[config.mk]
export PLATFORM = sky130hd
export DESIGN_NAME = dot_star_regex_matcher
export DESIGN_NICKNAME = d
export VERILOG_FILES = /design/src/hdl/dsrm_pkg.sv /design/src/hdl/dot_star_regex_matcher.sv /design/src/hdl/dsrm_cfg.sv /design/src/hdl/dsrm_front.sv /design/src/hdl/dsrm_queue.sv /design/src/hdl/dsrm_back.sv
export SDC_FILE = /design/constraint.sdc
export NUM_CORES = 1
export LEC_CHECK = 0
export ABC_AREA = 1
export BUFFER_PORTS_ARGS = -buffer_cell sky130_fd_sc_hd__buf_2
export CORE_ASPECT_RATIO = 1.75
export CORE_MARGIN = 5
export CORE_UTILIZATION = 47
export DETAILED_ROUTE_END_ITERATION = 8
export PLACE_DENSITY = 0.74
export SYNTH_ARGS = -nofsm -noshare
export SYNTH_HDL_FRONTEND = slang
export SYNTH_HIERARCHICAL = 1
export SYNTH_SLANG_ARGS = --single-unit
export TNS_END_PERCENT = 100
[constraint.sdc]
create_clock -name clk -period 6.8 [get_ports clk]
set_input_delay 1.02 -clock clk [delete_from_list [all_inputs] [get_ports clk]]
set_output_delay 1.02 -clock clk [all_outputs]
set_load 0.01 [all_outputs]
[src/hdl/dsrm_pkg.sv]
// ----------------------------------------------------------------------------
// dsrm_pkg
// Shared constants, types and the star-closure function of the matcher.
// ----------------------------------------------------------------------------
package dsrm_pkg;

  localparam int MAX_TOKENS  = 32;
  localparam int TOKEN_REGS  = 32;
  localparam int TOKEN_LIMIT = (MAX_TOKENS < TOKEN_REGS) ? MAX_TOKENS : TOKEN_REGS;
  localparam int NPOS        = TOKEN_REGS + 1;
  localparam int CNT_W       = 6;
  localparam int CFG_IDX_W   = 3;
  localparam int CFG_DATA_W  = 64;
  localparam int CHARS_PER_REG = 8;

  // Configuration register indexes
  localparam logic [CFG_IDX_W-1:0] CFG_TOKEN_CHARS_0 = 3'd0;
  localparam logic [CFG_IDX_W-1:0] CFG_TOKEN_CHARS_1 = 3'd1;
  localparam logic [CFG_IDX_W-1:0] CFG_TOKEN_CHARS_2 = 3'd2;
  localparam logic [CFG_IDX_W-1:0] CFG_TOKEN_CHARS_3 = 3'd3;
  localparam logic [CFG_IDX_W-1:0] CFG_STAR_MASK     = 3'd4;
  localparam logic [CFG_IDX_W-1:0] CFG_TOKEN_COUNT   = 3'd5;

  // Character codes
  localparam logic [7:0] CHAR_NUL = 8'd0;
  localparam logic [7:0] CHAR_DOT = 8'd46;

  typedef struct packed {
    logic [TOKEN_REGS-1:0][7:0] chars;
    logic [TOKEN_REGS-1:0]      star;
    logic [CNT_W-1:0]           count;
  } dsrm_cfg_t;

  // One classified text byte as queued between front and back
  typedef struct packed {
    logic                  is_end;
    logic [TOKEN_REGS-1:0] hit;
  } dsrm_item_t;

  typedef struct packed {
    logic full;
    logic empty;
  } dsrm_qstat_t;

  // Star closure as a parallel prefix: a live position j-1 whose token is
  // starred makes position j live, transitively.
  function automatic logic [NPOS-1:0] close_set(input logic [NPOS-1:0] set,
                                                input logic [TOKEN_REGS-1:0] star);
    logic [NPOS-1:0] g;
    logic [NPOS-1:0] p;
    logic [NPOS-1:0] g2;
    logic [NPOS-1:0] p2;
    g = set;
    p = {star, 1'b0};
    for (int d = 1; d < NPOS; d = d * 2) begin
      g2 = g;
      p2 = p;
      for (int j = d; j < NPOS; j++) begin
        g2[j] = g[j] | (p[j] & g[j-d]);
        p2[j] = p[j] & p[j-d];
      end
      g = g2;
      p = p2;
    end
    return g;
  endfunction

endpackage

[src/hdl/dot_star_regex_matcher.sv]
// ----------------------------------------------------------------------------
// dot_star_regex_matcher
// Whole-string matcher for patterns of literal, '.' and starred tokens.
// ----------------------------------------------------------------------------
// Usage:
//   Load the pattern through the cfg_ channel (index 0..3 token characters,
//   8 per register, low byte first; 4 star mask; 5 token count) while no text
//   is in flight. cfg_ready is always high; indexes above 5 are ignored.
//   Stream text bytes on in_; every transaction carries one byte. A zero
//   byte ends the text: it produces one out_ transaction whose bit 0 is 1
//   when the whole text matched the whole pattern, and rearms the engine.
//   Other bytes produce nothing on out_.
// Timing:
//   One byte per cycle sustained while no zero byte is held behind a waiting
//   result. The front classifies each byte against all tokens and queues it;
//   the back applies the position-set update with both star closures
//   combinationally. A zero byte is queued when accepted, and the automaton
//   step loads the result register from the queue head.
// Reset:
//   rst_n clears the pattern registers, the queue and the result register,
//   and leaves only position zero live.
// Stalls:
//   While a result waits on out_tready, ordinary bytes keep flowing; a second
//   zero byte waits in the two-entry queue, and in_tready drops when full.
// ----------------------------------------------------------------------------
module dot_star_regex_matcher (
  input  logic                            clk,
  input  logic                            rst_n,
  input  logic                            in_tvalid,
  output logic                            in_tready,
  input  logic [7:0]                      in_tdata,   // [7:0] text_byte
  output logic                            out_tvalid,
  input  logic                            out_tready,
  output logic [7:0]                      out_tdata,  // [0] matched, [7:1] zero
  input  logic                            cfg_valid,
  output logic                            cfg_ready,
  input  logic [dsrm_pkg::CFG_IDX_W-1:0]  cfg_index,
  input  logic [dsrm_pkg::CFG_DATA_W-1:0] cfg_data
);
  import dsrm_pkg::*;

  dsrm_cfg_t   cfg;
  dsrm_item_t  push_item;
  dsrm_item_t  head;
  dsrm_qstat_t q_stat;
  logic        push;
  logic        pop;

  // Pattern registers
  dsrm_cfg u_cfg (
    .clk       (clk),
    .rst_n     (rst_n),
    .cfg_valid (cfg_valid),
    .cfg_ready (cfg_ready),
    .cfg_index (cfg_index),
    .cfg_data  (cfg_data),
    .cfg_o     (cfg)
  );

  // Accept and classify bytes
  dsrm_front u_front (
    .in_tvalid (in_tvalid),
    .in_tready (in_tready),
    .in_tdata  (in_tdata),
    .cfg_i     (cfg),
    .q_stat    (q_stat),
    .push      (push),
    .item      (push_item)
  );

  // Decouple front from back
  dsrm_queue u_queue (
    .clk       (clk),
    .rst_n     (rst_n),
    .push      (push),
    .push_item (push_item),
    .pop       (pop),
    .head      (head),
    .q_stat    (q_stat)
  );

  // Advance the automaton and register results
  dsrm_back u_back (
    .clk        (clk),
    .rst_n      (rst_n),
    .cfg_i      (cfg),
    .head       (head),
    .q_stat     (q_stat),
    .pop        (pop),
    .out_tvalid (out_tvalid),
    .out_tready (out_tready),
    .out_tdata  (out_tdata)
  );

  // Queue can never be full and empty at once
  assert property (@(posedge clk) disable iff (!rst_n) !(q_stat.full && q_stat.empty))
    else $error("queue status inconsistent");

  // Back never takes an item from an empty queue
  assert property (@(posedge clk) disable iff (!rst_n) pop |-> !q_stat.empty)
    else $error("pop from empty queue");

  // Reset leaves the queue empty
  assert property (@(posedge clk) !rst_n |=> q_stat.empty)
    else $error("queue not empty after reset");

endmodule

[src/hdl/dsrm_cfg.sv]
// ----------------------------------------------------------------------------
// dsrm_cfg
// Pattern register file: token characters, star mask and token count.
// ----------------------------------------------------------------------------
module dsrm_cfg (
  input  logic                               clk,
  input  logic                               rst_n,
  input  logic                               cfg_valid,
  output logic                               cfg_ready,
  input  logic [dsrm_pkg::CFG_IDX_W-1:0]     cfg_index,
  input  logic [dsrm_pkg::CFG_DATA_W-1:0]    cfg_data,
  output dsrm_pkg::dsrm_cfg_t                cfg_o
);
  import dsrm_pkg::*;

  dsrm_cfg_t cfg_r;

  assign cfg_ready = 1'b1;
  assign cfg_o     = cfg_r;

  always_ff @(posedge clk) begin
    if (!rst_n) begin
      cfg_r <= '0;
    end else if (cfg_valid && cfg_ready) begin
      case (cfg_index)
        CFG_TOKEN_CHARS_0, CFG_TOKEN_CHARS_1, CFG_TOKEN_CHARS_2,
        CFG_TOKEN_CHARS_3: begin
          for (int b = 0; b < CHARS_PER_REG; b++) begin
            cfg_r.chars[{cfg_index[1:0], 3'(b)}] <= cfg_data[8*b +: 8];
          end
        end
        CFG_STAR_MASK: begin
          cfg_r.star <= cfg_data[TOKEN_REGS-1:0];
        end
        CFG_TOKEN_COUNT: begin
          cfg_r.count <= cfg_data[CNT_W-1:0];
        end
        default: begin
        end
      endcase
    end
  end

endmodule

[src/hdl/dsrm_front.sv]
// ----------------------------------------------------------------------------
// dsrm_front
// Input side: accept text bytes and classify them against every token.
// ----------------------------------------------------------------------------
module dsrm_front (
  input  logic                  in_tvalid,
  output logic                  in_tready,
  input  logic [7:0]            in_tdata,
  input  dsrm_pkg::dsrm_cfg_t   cfg_i,
  input  dsrm_pkg::dsrm_qstat_t q_stat,
  output logic                  push,
  output dsrm_pkg::dsrm_item_t  item
);
  import dsrm_pkg::*;

  assign in_tready = !q_stat.full;
  assign push      = in_tvalid && in_tready;

  // Per-token hit: wildcard or equal character
  always_comb begin
    item.is_end = (in_tdata == CHAR_NUL);
    for (int i = 0; i < TOKEN_REGS; i++) begin
      item.hit[i] = (cfg_i.chars[i] == CHAR_DOT) || (cfg_i.chars[i] == in_tdata);
    end
  end

endmodule

[src/hdl/dsrm_queue.sv]
// ----------------------------------------------------------------------------
// dsrm_queue
// Two-entry queue of classified items between front and back.
// ----------------------------------------------------------------------------
module dsrm_queue (
  input  logic                  clk,
  input  logic                  rst_n,
  input  logic                  push,
  input  dsrm_pkg::dsrm_item_t  push_item,
  input  logic                  pop,
  output dsrm_pkg::dsrm_item_t  head,
  output dsrm_pkg::dsrm_qstat_t q_stat
);
  import dsrm_pkg::*;

  dsrm_item_t mem_r [2];
  logic [1:0] count_r, count_nxt;
  logic       wr_ptr_r, rd_ptr_r;

  assign head         = mem_r[rd_ptr_r];
  assign q_stat.full  = (count_r == 2'd2);
  assign q_stat.empty = (count_r == 2'd0);

  always_comb begin
    count_nxt = count_r;
    if (push && !pop) begin
      count_nxt = count_r + 2'd1;
    end else if (pop && !push) begin
      count_nxt = count_r - 2'd1;
    end
  end

  always_ff @(posedge clk) begin
    if (push) begin
      mem_r[wr_ptr_r] <= push_item;
    end
  end

  always_ff @(posedge clk) begin
    if (!rst_n) begin
      count_r  <= 2'd0;
      wr_ptr_r <= 1'b0;
      rd_ptr_r <= 1'b0;
    end else begin
      count_r <= count_nxt;
      if (push) begin
        wr_ptr_r <= !wr_ptr_r;
      end
      if (pop) begin
        rd_ptr_r <= !rd_ptr_r;
      end
    end
  end

endmodule

[src/hdl/dsrm_back.sv]
// ----------------------------------------------------------------------------
// dsrm_back
// Position-set automaton and result register.
// ----------------------------------------------------------------------------
module dsrm_back (
  input  logic                  clk,
  input  logic                  rst_n,
  input  dsrm_pkg::dsrm_cfg_t   cfg_i,
  input  dsrm_pkg::dsrm_item_t  head,
  input  dsrm_pkg::dsrm_qstat_t q_stat,
  output logic                  pop,
  output logic                  out_tvalid,
  input  logic                  out_tready,
  output logic [7:0]            out_tdata
);
  import dsrm_pkg::*;

  logic [NPOS-1:0]       active_r, active_nxt;
  logic [NPOS-1:0]       cur, next_set, pos_mask;
  logic [TOKEN_REGS-1:0] star_eff, lt_n, fire;
  logic [CNT_W-1:0]      n_use;
  logic                  out_valid_r, out_valid_nxt;
  logic                  matched_r;

  // Saturate token count to the token limit
  assign n_use = (cfg_i.count > CNT_W'(TOKEN_LIMIT)) ? CNT_W'(TOKEN_LIMIT) : cfg_i.count;

  always_comb begin
    for (int j = 0; j < NPOS; j++) begin
      pos_mask[j] = ((CNT_W+1)'(j) <= {1'b0, n_use});
    end
    for (int i = 0; i < TOKEN_REGS; i++) begin
      lt_n[i] = ((CNT_W+1)'(i) < {1'b0, n_use});
    end
  end

  assign star_eff = cfg_i.star & lt_n;
  assign cur      = close_set(active_r & pos_mask, star_eff);
  assign fire     = cur[TOKEN_REGS-1:0] & head.hit & lt_n;
  // Starred hit stays on its position, plain hit advances one
  assign next_set = {1'b0, fire & cfg_i.star} | {fire & ~cfg_i.star, 1'b0};

  // Hold an end item while its result cannot be registered
  assign pop = !q_stat.empty && (!head.is_end || !out_valid_r || out_tready);

  always_comb begin
    active_nxt = active_r;
    if (pop) begin
      if (head.is_end) begin
        active_nxt = NPOS'(1);
      end else begin
        active_nxt = close_set(next_set & pos_mask, star_eff);
      end
    end
  end

  always_comb begin
    out_valid_nxt = out_valid_r;
    if (pop && head.is_end) begin
      out_valid_nxt = 1'b1;
    end else if (out_tready) begin
      out_valid_nxt = 1'b0;
    end
  end

  always_ff @(posedge clk) begin
    if (!rst_n) begin
      matched_r <= 1'b0;
    end else if (pop && head.is_end) begin
      matched_r <= cur[n_use];
    end
  end

  always_ff @(posedge clk) begin
    if (!rst_n) begin
      active_r    <= NPOS'(1);
      out_valid_r <= 1'b0;
    end else begin
      active_r    <= active_nxt;
      out_valid_r <= out_valid_nxt;
    end
  end

  assign out_tvalid = out_valid_r;
  assign out_tdata  = {7'd0, matched_r};

endmodule
=== Word level (Yosys, flattened, before mapping) ===
Memory sizes are Yosys's and may differ from the RTL's. A register that Yosys moved wholly into a read port is not among the register bits.
Index checks and enable logic that the tools add are counted.

* Add/subtract/negate cells: 2
* Multiply operators: 0
* Divide/modulo/power cells: 0
* Order comparisons: 82
* Equality and inequality tests: 70
* Shift operators: 0
* Mux-type cells: 36
* Bitwise logic cells: 652
* Reductions and logical operators: 64

{| class="wikitable"
|+ Operators by type and width
! kind !! count
|-
| $bwmux W256 || 8
|-
| $and A1 B1 Y1 || 373
|-
| $or A1 B1 Y1 || 270
|-
| $eq A8 B6 Y1 const B || 32
|-
| $eq A8 B8 Y1 || 32
|-
| $and A32 B32 Y32 || 5
|-
| $demux W8 S2 || 8
|-
| $le A5 B6 Y1 const A || 16
|-
| $lt A5 B6 Y1 const A || 16
|-
| $and A33 B33 Y33 || 2
|-
| $mux W8 || 8
|-
| $le A4 B6 Y1 const A || 8
|-
| $lt A4 B6 Y1 const A || 8
|-
| $lt A5 B6 Y1 const B || 8
|-
| $ge A5 B1 Y1 const B || 8
|-
| $logic_or A1 B1 Y1 || 34
|-
| $mux W33 || 1
|-
| $or A32 B33 Y33 || 1
|-
| $not A32 Y32 || 1
|-
| $le A3 B6 Y1 const A || 4
|-
| $lt A3 B6 Y1 const A || 4
|-
| $logic_and A1 B1 Y1 || 13
|-
| $le A2 B6 Y1 const A || 2
|-
| $lt A1 B6 Y1 const A || 2
|-
| other kinds (22) || 42
|}

* Register bits after elaboration: 333
* Latch bits: 0
* Bits in writable memories: 66
* ROM bits: 0
* Output and inout bits: 11
* Memories kept: 1

{| class="wikitable"
|+ Memories
! name !! words !! width !! rd ports !! clocked after Yosys merged registers in !! write ports !! line !! text
|-
| u_queue.mem_r || 2 || 33 || 1 || 1 || 1 || dsrm_queue.sv:16 || <nowiki>dsrm_item_t mem_r [2];</nowiki>
|}

=== Longest topological paths before layout ===
* Word-level depth: 31
* Mapped depth: 29
* Depth with buffers taken out: 27

=== Hierarchy ===
Netlist, hierarchy kept.

{| class="wikitable"
|+ By module, submodules not included
! module !! times used !! cells each !! area each (µm²)
|-
| dsrm_cfg || 1 || 1679 || 11733.8
|-
| dsrm_back || 1 || 1195 || 5860.6
|-
| dsrm_front || 1 || 1180 || 5499.0
|-
| dsrm_queue || 1 || 138 || 2765.2
|}

=== Least setup slack after synthesis ===
Ideal clock, no wire load.

* Path kind: in2reg
* From: in in_tvalid
* To: mem u_queue/mem_r[0][0] (netlist name), enable pin
* Library setup time: 423 ps
* Arrival time: 2678 ps
* Required time: 6377 ps
* Slack: 3699 ps
* Stages: 4
* Path buffers: 0
* Path through: inv_1 > nor2_1 > inv_1 > nor2_1

* Word-level cells in the longest chain between the ends: 3

{| class="wikitable"
|+ RTL lines
! element !! line !! text
|-
| start: declaration || dot_star_regex_matcher.sv:29 || <nowiki>input logic in_tvalid,</nowiki>
|-
| $logic_and A1 B1 Y1 || dsrm_front.sv:17 || <nowiki>assign push = in_tvalid && in_tready;</nowiki>
|-
| via push || dot_star_regex_matcher.sv:46 || <nowiki>logic push;</nowiki>
|-
| $mux W1 || dsrm_queue.sv:34 || <nowiki>if (push) begin</nowiki>
|-
| $mux W1 (implied by the code) || dsrm_queue.sv:35 || <nowiki>mem_r[wr_ptr_r] <= push_item;</nowiki>
|-
| end: declaration || dsrm_queue.sv:16 ||
|}

The timed path passes the listed nets, and every way through them passes these cells.

=== Final worst setup path ===
* From: reg u_cfg.cfg_r (netlist bit u_cfg/cfg_o[5])
* To: reg u_back.active_r[31]

* Word-level cells in the longest chain between the ends: 28
* Elaborated cells on any way between the ends: 492

{| class="wikitable"
|+ RTL lines
! element !! line !! text
|-
| start: declaration || dsrm_cfg.sv:16 || <nowiki>dsrm_cfg_t cfg_r;</nowiki>
|-
| $gt A6 B6 Y1 || dsrm_back.sv:26 || <nowiki>assign n_use = (cfg_i.count > CNT_W'(TOKEN_LIMIT)) ? CNT_W'(TOKEN_LIMIT) : cfg_i.count;</nowiki>
|-
| $mux W6 (*) || dsrm_back.sv:26 ||
|-
| $lt A1 B6 Y1 / $le A1 B6 Y1 (equally long branches) || dsrm_back.sv:33, dsrm_back.sv:30 ||
|-
| $and A32 B32 Y32 / $and A33 B33 Y33 (equally long branches) || dsrm_back.sv:37, dsrm_back.sv:38 ||
|-
| $and A1 B1 Y1 || dsrm_pkg.sv:59 || <nowiki>g2[j] = g[j] | (p[j] & g[j-d]);</nowiki>
|-
| $or A1 B1 Y1 || dsrm_pkg.sv:59 ||
|-
| $and A1 B1 Y1 || dsrm_pkg.sv:59 ||
|-
| $or A1 B1 Y1 || dsrm_pkg.sv:59 ||
|-
| [12 not listed] || -- ||
|-
| $and A1 B1 Y1 || dsrm_pkg.sv:59 ||
|-
| $or A1 B1 Y1 || dsrm_pkg.sv:59 ||
|-
| $and A1 B1 Y1 || dsrm_pkg.sv:59 ||
|-
| $or A1 B1 Y1 || dsrm_pkg.sv:59 ||
|-
| $and A1 B1 Y1 || dsrm_pkg.sv:59 ||
|-
| $or A1 B1 Y1 || dsrm_pkg.sv:59 ||
|-
| $or A1 B1 Y1 (*) || dsrm_pkg.sv:59 ||
|-
| $mux W33 (*) || dsrm_back.sv:49 || <nowiki>if (head.is_end) begin</nowiki>
|-
| end signal: assignment || dsrm_back.sv:79 || <nowiki>active_r <= active_nxt;</nowiki>
|-
| end: declaration || dsrm_back.sv:18 || <nowiki>logic [NPOS-1:0] active_r, active_nxt;</nowiki>
|}

Every way passes the cells marked *; elsewhere a longest branch is shown, timed or not.
A chain may end at the register's enable or synchronous reset.

==> impl_metrics.toml <==
[clocking]
cts_resized = 0
cts.clk_slew.worst_paths_ns = 0.07
htree_levels = 2
hold_buffers = 0
root_buffer = "clkbuf_16"
clock_sinks = 400
cts_tree = "yes"
insertion_delay_ns = 0.57
cts-buffers-inserted = 41
post_cts_buffers = 0
clk_path_buf_depth = 3

[grt]
grt_use_total_pct = 30.2
grt_overflow = 0
antenna_found_initial = 0
grt_pass1_wl_um = 141000
grt_max_degree = 257
grt_pass1_vias = 24800

[synth]
ys_seq_area_share_pct = 33.5
synth_area_sq_um = 25900
ys_types = 52
ys_warn_count = 6
synth_edf_count = 66
syn_inst = 4192
synthArstFlopShare_pct = 0
ys_ff_latch = 400
avgSynthCellArea_sq_um = 6.17
synth_top_flop_cell = "dfxtp_1"

[die]
die_height_um = 320
start_util_pct = 47.5
die_area_sq_um = 60000
std_cell_rows = 113
io_pins = 91
die_x_um = 187
core_area_sq_um = 54400

[sta]
max_freq_mhz = 233
fin_crit_ns = 4.30
tightest_slew_ns = 1.26
hold_viol_final = 0
drv_slew = 0
skew_ns = 0.0173
post-route-period-util_pct = 63.2
rsz0062_at_grt = "no"
setup_viol = 0
relSlewSlack_pct = 15.2
timing.final.ws_setup_ns = 2.50
tns_ns = 0

[drt]
drt-initial-drc-count = 1887
vias = 26100
drc = 0
wl_per_cell_um = 19.3
firstDrtPassIters = 6
drtAntennaViolNets = 0
wirelength_um = 94000
vias_per_cell = 5.35

[cells_and_area]
insertedDiodeCount = 0
mostFrequentLayoutCells = "nand2_1 (1,440), nor2_1 (798), nand3_1 (432)"
utilization_pct = 50.2
final_common_cell = "nand2_1"
drive_gt1_share_pct = 8.44
nets = 4232
area_growth_pct = 5.74

[power]
p_total_uw = 6290
p_leak_uw = 0.0123
p_per_area_nw_per_um2 = 230
vdd_ir_drop_max_v = 0.000211

[outcome]
status = "completed"

[job]
maxCapViolCount = 0

[worst_setup_path]
r2r-start = "u_cfg/cfg_o[5]"
slowest_stage = "dfxtp_1"
crit_top_cell = "nand2_1"
path_max_fanout = 12
timing.critical_path.cells = "inv_4 > nand2_2 > nand2_1 > inv_2 > nand2_1 > nor2_1 > nand2_1 > nor2_2 > nand2_1 > nor3_2 > nand2_1 > nand2_1 > nand3_1 > nand2_1 > nand2_1 > nand2_1 > nand2_1 > nand2_1 > a21oi_1 > nand3_1 > nand2_1 > a21oi_1"
r2r-end = "u_back/active_r[31]"
worst-r2r-setup-slack_ns = 2.50
worstPathArrival_ns = 4.79
critPathMaxStageDelay_ns = 0.63
critical_path_class = "reg2reg"
reg2regPathDepth = 22
crit_path_start_kind = "register"
required_ns = 7.29
critical_path.endpoint_type = "register"

[worst_hold_path]
worstHoldStart = "u_cfg/cfg_o[239]"
hold_depth = 2
holdPathEnd = "u_cfg/cfg_o[239]"
holdCritPathClass = "reg2reg"

[place]
preCtsSetupSlack_ns = 2.65
gp_congestion = 1.04
dpl.hpwl_um = 65400
io_buffers = 82
cell type report:
type	instances	area (sq um)
Clock buffer	52	1100
Clock inverter	23	294
Fill cell	5684	27100
Inverter	442	1690
Multi-Input combinational cell	3155	14100
Sequential cell	400	8670
Tap cell	690	863
Timing Repair Buffer	111	651
power by group:
part	internal, uW	switching, uW
clock	1350	1020
combinational	387	848
sequential	2550	136
synthesized netlist by cell type (2+ instances only):
library cell  instances  share of area, %
o21ai_0              16              0.31
dfxtp_1             334                26
inv_1               392               5.7
nand3_2               3              0.12
o21ai_1              16              0.31
buf_6                47               2.0
nand3b_1              6              0.17
nand2_2              42               1.0
o211ai_1              2             0.058
clkbuf_1             30              0.44
and3_1                4             0.097
clkinv_4              2             0.068
inv_4                 3             0.073
nand4_1              66               1.6
xnor2_1              96               3.3
buf_1                20              0.29
nor4_1                3             0.073
nor3_1               36              0.70
nor2_2               21              0.51
buf_2                61               1.2
mux2_4               30               1.7
o21bai_1              3             0.087
nor3_2                7              0.27
a22oi_1               3             0.087
nand2_1            1440                21
nor2_1              804                12
a21oi_1              88               1.7
inv_2                40              0.58
mux2_2                3              0.13
clkinv_1              3             0.044
nand3_1             432               8.4
o21ai_2               5              0.17
conb_1                2             0.029
buf_12               11              0.85
edfxtp_1             66               7.7
nor2_4                9              0.39
buf_4                31              0.90
worst max-delay path by stage:
stage,from,to,slack (ns),cells after the start
2_1_floorplan,in_tvalid,u_queue/mem_r[0][0],3.70,4
6_report,u_cfg/cfg_o[5],u_back/active_r[31],2.50,22
3_3_place_gp,u_cfg/cfg_o[5],u_back/active_r[28],2.61,22
3_5_place_dp,u_cfg/cfg_o[5],u_back/active_r[28],2.65,22
4_1_cts,u_cfg/cfg_o[5],u_back/active_r[28],2.64,22
5_1_grt,u_cfg/cfg_o[5],u_back/active_r[30],2.24,22
routing by layer:
layer  GRT usage [%]  part of all wire [%]
met5               0                     0
met4            24.1                   9.5
met3            3.81                   5.7
met1            30.5                    34
met2            55.7                    51
worst max-delay path, delay by kind of cell, from the launching register on:
| kind | cells | cell delay (ns) |
|---|---|---|
| buffers and inverters | 2 | 0.42 |
| and+or+nand+nor | 18 | 2.98 |
| DFF | 1 | 0.63 |
| AOI/OAI and AO/OA | 2 | 0.19 |
cells by family (layout without fill, tap and decap cells):
kind of cell | count (synthesis) | in the layout | synth area share [%]
buffers and inverters | 643 | 628 | 12.3
AND/OR/NAND/NOR | 2878 | 2878 | 46.1
other | 2 | 8 | 0.0290
XOR/XNOR | 96 | 96 | 3.25
AO/OA/AOI/OAI | 139 | 139 | 2.90
adder cells (fa/ha/maj) | 1 | 1 | 0.0484
flip-flops | 400 | 400 | 33.5
multiplexers | 33 | 33 | 1.87
through the flow:
stage | std cells | hold slack [ns] | area [sq um]
after floorplan | 4198 | 0.445 | 25900
after global placement | 4798 | 0.479 | 26000
after detailed placement | 4798 | 0.484 | 26000
after CTS | 4873 | 0.496 | 27300
after global routing | 4873 | 0.501 | 27300
final | 4873 | 0.499 | 27300
state kept, by name, indices dropped and copies added (netlist names), named ones only:
| name | count |
|---|---|
| u_back/active_r | 33 |
| u_back/matched_r | 1 |
| u_back/out_tvalid | 1 |
| u_cfg/cfg_o | 294 |
| u_queue/count_r | 2 |
| u_queue/mem_r | 66 |
| u_queue/rd_ptr_r | 1 |
| u_queue/wr_ptr_r | 1 |
(Power assumes the default switching activity.)
